--- config.mk ---
export PLATFORM = sky130hd
export DESIGN_NAME = i2c_master_bit_sequencer_top
export DESIGN_NICKNAME = d
export VERILOG_FILES = /design/src/rtl/i2cms_pkg.sv /design/src/rtl/i2cms_core.sv /design/src/rtl/i2cms_out_reg.sv /design/src/rtl/i2c_master_bit_sequencer_top.sv
export VERILOG_INCLUDE_DIRS = /design/src /design/src/rtl
export SDC_FILE = /design/constraint.sdc
export NUM_CORES = 1
export LEC_CHECK = 0
export ABC_AREA = 1
export BUFFER_PORTS_ARGS = -buffer_cell sky130_fd_sc_hd__buf_2
export CAP_MARGIN = 20
export CELL_PAD_IN_SITES_DETAIL_PLACEMENT = 1
export CELL_PAD_IN_SITES_GLOBAL_PLACEMENT = 2
export CORE_UTILIZATION = 34
export CTS_BUF_LIST = sky130_fd_sc_hd__clkbuf_16
export CTS_CLUSTER_DIAMETER = 120
export DETAILED_ROUTE_END_ITERATION = 8
export GPL_TIMING_DRIVEN = 0
export HOLD_SLACK_MARGIN = 0.02
export PLACE_DENSITY = 0.81
export SYNTH_ARGS = -nofsm -noshare
export SYNTH_HDL_FRONTEND = slang
export SYNTH_HIERARCHICAL = 1
export SYNTH_SLANG_ARGS = --single-unit
export TNS_END_PERCENT = 50
--- constraint.sdc ---
create_clock -name clk -period 4.3 [get_ports clk]
set_clock_uncertainty 0.05 [all_clocks]
set_input_delay 0.215 -clock clk [delete_from_list [all_inputs] [get_ports clk]]
set_output_delay 0.215 -clock clk [all_outputs]
set_load 0.005 [all_outputs]
--- src/rtl/i2c_master_bit_sequencer_top_defines.svh ---
// Assertion macros shared by the sequencer RTL.
`ifndef I2C_MASTER_BIT_SEQUENCER_TOP_DEFINES_SVH
`define I2C_MASTER_BIT_SEQUENCER_TOP_DEFINES_SVH

// Check that a condition implies another in the same cycle.
`define I2CMS_ASSERT_IMPLY(label, clk, rst, cond, prop) \
  label: assert property (@(posedge clk) disable iff (rst) (cond) |-> (prop)) \
    else $error("i2c sequencer check failed");

// Check that a condition implies another in the next cycle.
`define I2CMS_ASSERT_NEXT(label, clk, rst, cond, prop) \
  label: assert property (@(posedge clk) disable iff (rst) (cond) |=> (prop)) \
    else $error("i2c sequencer check failed");

`endif

--- src/rtl/i2cms_pkg.sv ---
package i2cms_pkg;

  // Command codes carried on the input tuser field
  localparam logic [2:0] KIND_NONE  = 3'd0;
  localparam logic [2:0] KIND_START = 3'd1;
  localparam logic [2:0] KIND_STOP  = 3'd2;
  localparam logic [2:0] KIND_WRITE = 3'd3;
  localparam logic [2:0] KIND_READ  = 3'd4;

  localparam logic [15:0] DELAY_RESET = 16'd100;
  localparam logic [3:0]  BITS_PER_BYTE = 4'd8;

  // Line sequencer phases
  typedef enum logic [4:0] {
    PH_IDLE    = 5'd0,
    PH_ST_A    = 5'd1,
    PH_ST_B    = 5'd2,
    PH_SP_A    = 5'd3,
    PH_SP_B    = 5'd4,
    PH_WR_LO   = 5'd5,
    PH_WR_HI   = 5'd6,
    PH_WR_TAIL = 5'd7,
    PH_AK_A    = 5'd8,
    PH_AK_B    = 5'd9,
    PH_AK_C    = 5'd10,
    PH_AK_D    = 5'd11,
    PH_RD_LO   = 5'd12,
    PH_RD_HI   = 5'd13,
    PH_RA_A    = 5'd14,
    PH_RA_B    = 5'd15
  } phase_t;

  // One result, packed in output tdata order from the top bit down to bit 0
  typedef struct packed {
    logic       no_ack;
    logic [7:0] rx_byte;
    logic       done_res;
    logic       ready_res;
    logic       sda_drive;
    logic       sda_out;
    logic       scl_out;
  } result_t;

endpackage

--- src/rtl/i2cms_core.sv ---
module i2cms_core (
  input  logic               clk,
  input  logic               rst,
  input  logic               step,
  input  logic [15:0]        delay_ticks,
  input  logic [2:0]         kind,
  input  logic [7:0]         tx_byte,
  input  logic               send_ack,
  input  logic               sda_in,
  output i2cms_pkg::result_t res
);
  import i2cms_pkg::*;

  phase_t      phase, phase_next;
  logic [3:0]  bit_count, bit_count_next;
  logic [7:0]  shift_reg, shift_reg_next;
  logic [15:0] wait_count, wait_count_next;
  logic        ack_mode, ack_mode_next;
  logic        ack_flag, ack_flag_next;
  logic        scl_level, scl_level_next;
  logic        sda_level, sda_level_next;
  logic        sda_enable, sda_enable_next;
  logic [7:0]  rx_hold, rx_hold_next;

  logic [15:0] delay_eff;
  logic [15:0] wait_dec;
  logic [3:0]  bit_inc;
  logic        fin;

  assign delay_eff = (delay_ticks == 16'd0) ? 16'd1 : delay_ticks;
  assign wait_dec  = wait_count - 16'd1;
  assign bit_inc   = bit_count + 4'd1;

  // Work out the state after this tick
  always_comb begin
    phase_next      = phase;
    bit_count_next  = bit_count;
    shift_reg_next  = shift_reg;
    wait_count_next = wait_count;
    ack_mode_next   = ack_mode;
    ack_flag_next   = ack_flag;
    scl_level_next  = scl_level;
    sda_level_next  = sda_level;
    sda_enable_next = sda_enable;
    rx_hold_next    = rx_hold;
    fin             = 1'b0;

    if (phase == PH_IDLE) begin
      // Take a new command
      case (kind)
        KIND_START: begin
          sda_enable_next = 1'b1;
          sda_level_next  = 1'b1;
          scl_level_next  = 1'b1;
          phase_next      = PH_ST_A;
          wait_count_next = delay_eff;
        end
        KIND_STOP: begin
          sda_enable_next = 1'b1;
          scl_level_next  = 1'b0;
          sda_level_next  = 1'b0;
          phase_next      = PH_SP_A;
          wait_count_next = delay_eff;
        end
        KIND_WRITE: begin
          sda_enable_next = 1'b1;
          scl_level_next  = 1'b0;
          bit_count_next  = 4'd0;
          sda_level_next  = tx_byte[7];
          shift_reg_next  = {tx_byte[6:0], 1'b0};
          phase_next      = PH_WR_LO;
          wait_count_next = delay_eff;
        end
        KIND_READ: begin
          sda_enable_next = 1'b0;
          sda_level_next  = 1'b1;
          scl_level_next  = 1'b0;
          bit_count_next  = 4'd0;
          shift_reg_next  = 8'd0;
          ack_mode_next   = send_ack;
          phase_next      = PH_RD_LO;
          wait_count_next = delay_eff;
        end
        default: ;
      endcase
    end else begin
      // Count down the delay step, then advance the line sequence
      wait_count_next = wait_dec;
      if (wait_dec == 16'd0) begin
        case (phase)
          PH_ST_A: begin
            sda_level_next  = 1'b0;
            phase_next      = PH_ST_B;
            wait_count_next = delay_eff;
          end
          PH_ST_B: begin
            scl_level_next = 1'b0;
            fin            = 1'b1;
          end
          PH_SP_A: begin
            scl_level_next  = 1'b1;
            sda_level_next  = 1'b1;
            phase_next      = PH_SP_B;
            wait_count_next = delay_eff;
          end
          PH_SP_B: fin = 1'b1;
          PH_WR_LO: begin
            scl_level_next  = 1'b1;
            phase_next      = PH_WR_HI;
            wait_count_next = delay_eff;
          end
          PH_WR_HI: begin
            scl_level_next  = 1'b0;
            phase_next      = PH_WR_TAIL;
            wait_count_next = delay_eff;
          end
          PH_WR_TAIL: begin
            bit_count_next  = bit_inc;
            wait_count_next = delay_eff;
            if (bit_inc < BITS_PER_BYTE) begin
              sda_level_next = shift_reg[7];
              shift_reg_next = {shift_reg[6:0], 1'b0};
              phase_next     = PH_WR_LO;
            end else begin
              phase_next = PH_AK_A;
            end
          end
          PH_AK_A: begin
            sda_level_next  = 1'b1;
            phase_next      = PH_AK_B;
            wait_count_next = delay_eff;
          end
          PH_AK_B: begin
            scl_level_next  = 1'b1;
            sda_enable_next = 1'b0;
            sda_level_next  = 1'b1;
            phase_next      = PH_AK_C;
            wait_count_next = delay_eff;
          end
          PH_AK_C: begin
            ack_flag_next   = sda_in;
            scl_level_next  = 1'b0;
            phase_next      = PH_AK_D;
            wait_count_next = delay_eff;
          end
          PH_AK_D: fin = 1'b1;
          PH_RD_LO: begin
            scl_level_next  = 1'b1;
            shift_reg_next  = {shift_reg[6:0], sda_in};
            phase_next      = PH_RD_HI;
            wait_count_next = delay_eff;
          end
          PH_RD_HI: begin
            bit_count_next  = bit_inc;
            scl_level_next  = 1'b0;
            wait_count_next = delay_eff;
            if (bit_inc < BITS_PER_BYTE) begin
              phase_next = PH_RD_LO;
            end else begin
              rx_hold_next    = shift_reg;
              sda_enable_next = 1'b1;
              sda_level_next  = ~ack_mode;
              phase_next      = PH_RA_A;
            end
          end
          PH_RA_A: begin
            scl_level_next  = 1'b1;
            phase_next      = PH_RA_B;
            wait_count_next = delay_eff;
          end
          PH_RA_B: begin
            scl_level_next = 1'b0;
            fin            = 1'b1;
          end
          default: fin = 1'b1;
        endcase
        // Drop back to idle when the command completes
        if (fin) begin
          phase_next      = PH_IDLE;
          wait_count_next = 16'd0;
        end
      end
    end
  end

  // Form the result from the updated state
  always_comb begin
    res.scl_out   = scl_level_next;
    res.sda_out   = sda_enable_next ? sda_level_next : 1'b1;
    res.sda_drive = sda_enable_next;
    res.ready_res = (phase_next == PH_IDLE);
    res.done_res  = fin;
    res.rx_byte   = rx_hold_next;
    res.no_ack    = ack_flag_next;
  end

  // Hold the state, advance it on each accepted tick
  always_ff @(posedge clk) begin
    if (rst) begin
      phase      <= PH_IDLE;
      bit_count  <= 4'd0;
      shift_reg  <= 8'd0;
      wait_count <= 16'd0;
      ack_mode   <= 1'b0;
      ack_flag   <= 1'b0;
      scl_level  <= 1'b1;
      sda_level  <= 1'b1;
      sda_enable <= 1'b1;
      rx_hold    <= 8'd0;
    end else if (step) begin
      phase      <= phase_next;
      bit_count  <= bit_count_next;
      shift_reg  <= shift_reg_next;
      wait_count <= wait_count_next;
      ack_mode   <= ack_mode_next;
      ack_flag   <= ack_flag_next;
      scl_level  <= scl_level_next;
      sda_level  <= sda_level_next;
      sda_enable <= sda_enable_next;
      rx_hold    <= rx_hold_next;
    end
  end

endmodule

--- src/rtl/i2cms_out_reg.sv ---
module i2cms_out_reg (
  input  logic               clk,
  input  logic               rst,
  input  logic               load,
  input  i2cms_pkg::result_t res,
  output logic               hold_free,
  output logic               m_axis_tvalid,
  input  logic               m_axis_tready,
  output i2cms_pkg::result_t m_res
);
  import i2cms_pkg::*;

  // Take a new request whenever the slot is empty or being drained
  assign hold_free = !m_axis_tvalid || m_axis_tready;

  // Hold the result until the downstream side takes it
  always_ff @(posedge clk) begin
    if (rst) begin
      m_axis_tvalid <= 1'b0;
    end else if (load) begin
      m_axis_tvalid <= 1'b1;
    end else if (m_axis_tready) begin
      m_axis_tvalid <= 1'b0;
    end
  end

  always_ff @(posedge clk) begin
    if (load) begin
      m_res <= res;
    end
  end

endmodule

--- src/rtl/i2c_master_bit_sequencer_top.sv ---
// I2C master line sequencer. Each request on the input stream is one clock
// tick of the line sequence; it may carry a command (tuser) that is taken only
// while the sequencer is idle, and it always carries the sampled SDA level.
// Every request yields exactly one result holding the SCL/SDA levels, the SDA
// drive enable, ready, a one-tick done flag, the last received byte and the
// last write acknowledge. A request is taken each cycle while the output slot
// is free or being drained; its result is registered and shows in the next
// cycle. Each line segment lasts cfg_wdata ticks (zero acts as one); the user
// writes it while the sequencer is idle, which the block does not enforce.
`include "i2c_master_bit_sequencer_top_defines.svh"

module i2c_master_bit_sequencer_top (
  input  logic        clk,
  input  logic        rst,
  input  logic        s_axis_tvalid,
  output logic        s_axis_tready,
  // tx_byte [7:0], send_ack [8], sda_in [9], zero [15:10]
  input  logic [15:0] s_axis_tdata,
  // kind [2:0]
  input  logic [2:0]  s_axis_tuser,
  output logic        m_axis_tvalid,
  input  logic        m_axis_tready,
  // scl_out [0], sda_out [1], sda_drive [2], ready_res [3], done_res [4],
  // rx_byte [12:5], no_ack [13], zero [15:14]
  output logic [15:0] m_axis_tdata,
  input  logic        cfg_we,
  input  logic [15:0] cfg_wdata
);
  import i2cms_pkg::*;

  logic [15:0] delay_ticks;
  logic        step;
  result_t     res;
  result_t     m_res;

  // Hold the delay step register
  always_ff @(posedge clk) begin
    if (rst) begin
      delay_ticks <= DELAY_RESET;
    end else if (cfg_we) begin
      delay_ticks <= cfg_wdata;
    end
  end

  assign step = s_axis_tvalid && s_axis_tready;

  i2cms_core u_core (
    .clk         (clk),
    .rst         (rst),
    .step        (step),
    .delay_ticks (delay_ticks),
    .kind        (s_axis_tuser),
    .tx_byte     (s_axis_tdata[7:0]),
    .send_ack    (s_axis_tdata[8]),
    .sda_in      (s_axis_tdata[9]),
    .res         (res)
  );

  i2cms_out_reg u_out_reg (
    .clk           (clk),
    .rst           (rst),
    .load          (step),
    .res           (res),
    .hold_free     (s_axis_tready),
    .m_axis_tvalid (m_axis_tvalid),
    .m_axis_tready (m_axis_tready),
    .m_res         (m_res)
  );

  assign m_axis_tdata = {2'b00, m_res};

  // Checks on the sequencer results
  `I2CMS_ASSERT_IMPLY(a_done_idle, clk, rst, m_axis_tvalid && m_res.done_res, m_res.ready_res)
  `I2CMS_ASSERT_IMPLY(a_release_high, clk, rst, m_axis_tvalid && !m_res.sda_drive, m_res.sda_out)
  `I2CMS_ASSERT_NEXT(a_request_result, clk, rst, step, m_axis_tvalid)

endmodule
After elaboration in Yosys (flattened, before gate mapping)
Index checks and enable logic that the tools add are counted.
Widths: inputs -> output; s select.
{ "op_classes": {"n_bitwise": 2, "n_addsub": 2, "n_eq_ne": 21, "reduce_logical": 26, "magnitude_cmp": 1, "muxes": 49} }
{ "ops": {"columns": ["op", "count"], "rows": [
  ["$mux 16", 6],
  ["$mux 8", 7],
  ["$pmux 5 s11", 1],
  ["$eq 5x4->1 const B", 7],
  ["$logic_not 16->1", 2],
  ["$pmux 8 s2", 2],
  ["$mux 4", 5],
  ["$pmux 5 s4", 1],
  ["$mux 1", 17],
  ["$sub 16x1->16 const B", 1],
  ["$eq 5x3->1 const B", 3],
  ["$mux 5", 3],
  ["$reduce_or 11->1", 1],
  ["$eq 5x2->1 const B", 2],
  ["$logic_not 5->1", 2],
  ["$reduce_or 5->1", 2],
  ["$reduce_or 3->1", 3],
  ["$pmux 1 s2", 4],
  ["$reduce_or 2->1", 4],
  ["$eq 3x2->1 const B", 2],
  ["$reduce_bool 2->1", 3],
  ["$eq 5x1->1 const B", 1],
  ["$reduce_and 5->1", 1],
  ["$add 4x1->4 const B", 1],
  ["other kinds (18)", 20]
]} }
{ "totals": {"regBits": 77, "elab_cells": 120, "inputBits": 40} }

Depth between registers and ports, before layout
{ "logic_depth": {"ltp_word": 9, "ltp_mapped": 17, "depth_no_buf": 16} }

Hierarchy
Netlist, hierarchy kept.
{ "modules_own_cells": {"columns": ["mod", "instances", "area_each_um2", "cells_per_inst"], "rows": [
  ["i2cms_core", 1, 3819.9, 665],
  ["i2c_master_bit_sequencer_top", 1, 678.2, 101],
  ["i2cms_out_reg", 1, 462.9, 19]
]} }

Worst setup path after synthesis
No wires, ideal clock.
{ "synth_path": {"kind": "register -> register", "startpoint": "register u_core.wait_count[0]", "endpoint": "register u_out_reg/m_res[13] (netlist name)", "stages_incl_launch_ff": 16, "arrival_time_ns": 2.054, "setup_ns": 0.126, "synth_period_minus_slack_ns": 2.230, "path_slack_ns": 2.070, "required_time_ns": 4.124, "n_path_buf": 2, "cell_sequence": "dfxtp_1 -> inv_2 -> ha_1 -> nand2_4 -> nor2_1 -> nand2_1 -> nand2_1 -> nor2_4 -> nand2_2 -> nor2_8 -> nand3_4 -> inv_8 -> buf_12 -> nand2_2 -> o21ai_2 -> buf_4"} }
{ "synth_via": {"elab_chain_cells": 4} }
{ "synth_lines": {"columns": ["item", "line", "rtl"], "rows": [
  ["from (decl)", "i2cms_core.sv:17", "logic [15:0] wait_count, wait_count_next;"],
  ["from (signal assigned)", "i2cms_core.sv:214", "wait_count <= wait_count_next;"],
  ["$sub 16x1->16", "i2cms_core.sv:31", "assign wait_dec = wait_count - 16'd1;"],
  ["$logic_not 16->1", "i2cms_core.sv:89", "if (wait_dec == 16'd0) begin"],
  ["$mux 1", "i2cms_core.sv:89", null],
  ["$mux 1", "i2cms_core.sv:48", "if (phase == PH_IDLE) begin"],
  ["named net u_core.ack_flag_next", "i2cms_core.sv:19", "logic ack_flag, ack_flag_next;"]
]} }
The timed path passes the listed nets, and every way through them passes these cells.
A chain may end at the register's enable or synchronous reset.

Worst setup path after layout
{ "layout_path": {"startpoint": "register u_out_reg.m_axis_tvalid", "endpoint": "register u_core.wait_count[13]"} }
{ "layout_via": {"elab_chain_cells": 4} }
{ "layout_lines": {"columns": ["item", "line", "rtl"], "rows": [
  ["from (decl)", "i2cms_out_reg.sv:7", "output logic m_axis_tvalid,"],
  ["from (signal assigned)", "i2cms_out_reg.sv:19", "m_axis_tvalid <= 1'b0;"],
  ["from (signal assigned)", "i2cms_out_reg.sv:21", "m_axis_tvalid <= 1'b1;"],
  ["from (signal assigned)", "i2cms_out_reg.sv:23", "m_axis_tvalid <= 1'b0;"],
  ["$logic_not 1->1", "i2cms_out_reg.sv:14", "assign hold_free = !m_axis_tvalid || m_axis_tready;"],
  ["$logic_or 1x1->1", "i2cms_out_reg.sv:14", null],
  ["$logic_and 1x1->1", "i2c_master_bit_sequencer_top.sv:45", "assign step = s_axis_tvalid && s_axis_tready;"],
  ["named net step", "i2c_master_bit_sequencer_top.sv:32", "logic step;"],
  ["$reduce_and 2->1 (no line)", null, null]
]} }
The timed path passes the listed nets, and every way through them passes these cells.

==> summary.txt <==
area of the multi-input gates: 2649 sq um
Synth Area per Inst: 6.320 sq um
Hold/Removal Path Class: in2reg
Rows: 43
Yosys Warn Count: 6
Leak: 2.761 nW
worst r2r src: u_out_reg/m_axis_tvalid$_SDFFE_PP0P_
Worst-path clk slew: 60 ps
Final Setup Violations: 0
met1 usage: 0.2679
hold_ws: 41.78 ps
CP max FO: 18
Vias/cell: 4.964
Initial Util: 0.3533
cells after synthesis: 785
Worst R2R Setup Slack: 1400 ps
Die W: 122.8 um
pin slew with the least headroom to its limit: 755.2 ps
Final Power: 0.002290 W
grt met2 use: 0.4357
PwrDens: 400.5 nW/um^2
Max IR drop VDD: 0.0002261 V
Routed Antenna Nets: 0
main area contributors after synthesis: dfxtp_1 25%, nand2_1 16%, nor2_1 8.7%, edfxtp_1 8.5%, inv_1 7.9%
RePlAce Congestion: 0.8719
global-route wire length before repair: 26.75 mm
nets: 890
Top FF cell, synth: dfxtp_1
FF-to-FF path depth: 9
Yosys reg bits: 77
unrepaired setup endpoints after global routing: no
final worst slack: 1404 ps
Final period util: 0.6734
Critical Path RT: 4500 ps
clk buf depth: 2
antenna violations before repair: 0
Filler cells: 1875
Root Buffer: clkbuf_16
area delta synth->final: 15.26%
placed cell count: 1014
total die area: 15080 sq um
most common cell after layout, fill and taps aside: nand2_1
Die Ht: 122.8 um
Final Slew Violations: 0
Seq. cell area: 1682 sq um
antenna diode count: 0
drt drc: 0
core footprint: 14040 sq um
CTS tree: yes
DP Worst Slack: 1343 ps
drt pass-1 iters: 5
area share of the largest cell type after synthesis: 0.2542
Post-synth EDFFs: 14
DR vias: 5123
grt met3 use: 0.03950
ys async rst share: 0
gr ovfl total: 0
Iteration-0 DRC Markers: 184
Slew headroom: 0.4946
post-synthesis instance area: 4961 sq um
proportion of layout cells with a drive suffix above 1: 0.1514
Post-DP HPWL: 12.75 mm
Largest regs: delay_ticks x16, u_core/wait_count x16, u_out_reg/m_res x14
Max Cap Violations: 0
FF-to-FF End: u_core/wait_count[13]$_SDFFE_PP0P_
Final Hold Viols: 0
WL/cell: 15.78 um
# port buffers: 48
Worst setup SP type: flop
Critical path destination: u_core/wait_count[13]$_SDFFE_PP0P_
H-tree Lvls: 3
Worst Setup End Kind: flop
DRT Wirelength: 16.29 mm
Num Clock Sinks: 77
CTS Buf Count: 9
sequential-to-total area share from yosys stat: 0.3390
Synth cell types: 44
outcome: complete, no violations
min Tclk post-route: 2896 ps
commonest cells after routing, fill and taps aside: 217 x nand2_1, 115 x nor2_1, 106 x inv_1
cell accounting for the most synthesized area: dfxtp_1
non-filler cells, final: 1032
Crit. Startpoint: u_out_reg/m_axis_tvalid$_SDFFE_PP0P_
GRT Util Overall: 0.2348
largest net degree at the start of global routing: 19
clock latency on the worst-skew pair: 350 ps
Max Fclk: 0.3454 GHz
Post-Route Setup TNS: 0 ps
most used routing layer: met2
Arr. time, crit path: 3090 ps
vias in the first global route: 5339
I/O Pins: 58
critical path class: reg2reg
==> what timing repair did <==
item | in CTS | in global routing
buffers inserted | 0 | 0
hold buffers | 2 | 0
endpoints found under the hold margin | 2 | 0
gates resized for setup | 0 | 0
endpoints found under the setup margin | 0 | 0
==> through the flow <==
step | util | area, sq um
floorplan | - | 4965
global placement | 0.3867 | 5430
detailed placement | 0.3867 | 5430
CTS | 0.4072 | 5718
global route | 0.4072 | 5718
finish | 0.4072 | 5718
==> cell families (layout without fill, tap and decap cells) <==
logic type,Yosys count,in the layout,share of synthesized area
other,1,2,0.0007559
XOR/XNOR,2,2,0.003532
AO/OA/AOI/OAI,115,115,0.1324
adder cells (fa/ha/maj),3,3,0.007567
AND/OR/NAND/NOR,443,443,0.3889
flip-flops,77,77,0.3390
buffers and inverters,144,210,0.1279
==> worst min path at each step <==
stage / to / startpoint / slack [ps] / depth (start not counted)
6_report: delay_ticks[5]$_SDFFE_PP1P_ / cfg_wdata[5] / 40 / 3
2_1_floorplan: u_out_reg/m_axis_tvalid$_SDFFE_PP0P_ / rst / 230 / 1
5_1_grt: delay_ticks[5]$_SDFFE_PP1P_ / cfg_wdata[5] / 50 / 3
3_5_place_dp: delay_ticks[2]$_SDFFE_PP1P_ / cfg_wdata[2] / 380 / 3
3_3_place_gp: delay_ticks[2]$_SDFFE_PP1P_ / cfg_wdata[2] / 380 / 3
4_1_cts: delay_ticks[5]$_SDFFE_PP1P_ / cfg_wdata[5] / 30 / 3
==> cell type report <==
cell class / count / area share
buffer: 31 / 0.03501
clock buffer: 9 / 0.03939
clock inverter: 7 / 0.007440
inverter: 113 / 0.07593
multi-input combinational: 565 / 0.4632
sequential: 77 / 0.2941
tap: 180 / 0.03939
timing repair buffer: 50 / 0.04551
==> power breakdown <==
group,switching [W],internal [W],total [W]
registers,0.0000514,0.000796,0.000848
clock network,0.000323,0.000388,0.000711
logic,0.000495,0.000237,0.000732
total,0.000869,0.00142,0.00229
==> per-layer routing <==
| metal | routed length (um) | vias up | part of all wire |
|---|---|---|---|
| met2 | 8301 | 77 | 0.51 |
| met4 | 378 | 0 | 0.023 |
| met5 | 0 | - | 0 |
| li1 | - | 2594 | - |
| met1 | 7142 | 2428 | 0.44 |
| met3 | 466 | 24 | 0.029 |
==> critical path: stages, from the launching register on <==
cell and delay [ps]:
dfxtp_1 320, nand2_2 90, nand2_1 50, inv_1 550
clkinv_1 520, nor2_1 450, clkbuf_1 390, nand3_1 230
nand2_1 100, inv_1 40
==> synth_stat cells (2+ instances only) <==
cell / n
nand3b_1: 10
buf_4: 7
o211ai_1: 2
a21oi_2: 3
ha_1: 3
edfxtp_1: 14
o21ai_1: 11
nand2_4: 2
clkinv_2: 2
buf_6: 5
nand2_2: 15
nor2_2: 6
inv_2: 4
nand2_1: 217
nor2_4: 3
a31oi_1: 3
nand3_1: 52
nor4_1: 4
dfxtp_1: 63
inv_1: 105
clkbuf_1: 14
a21oi_1: 35
nand4_1: 8
nor3_1: 7
nor2_1: 115
o21ai_0: 44
o21ai_2: 12
buf_2: 3
No activity file was read; power rests on OpenSTA's default activity.
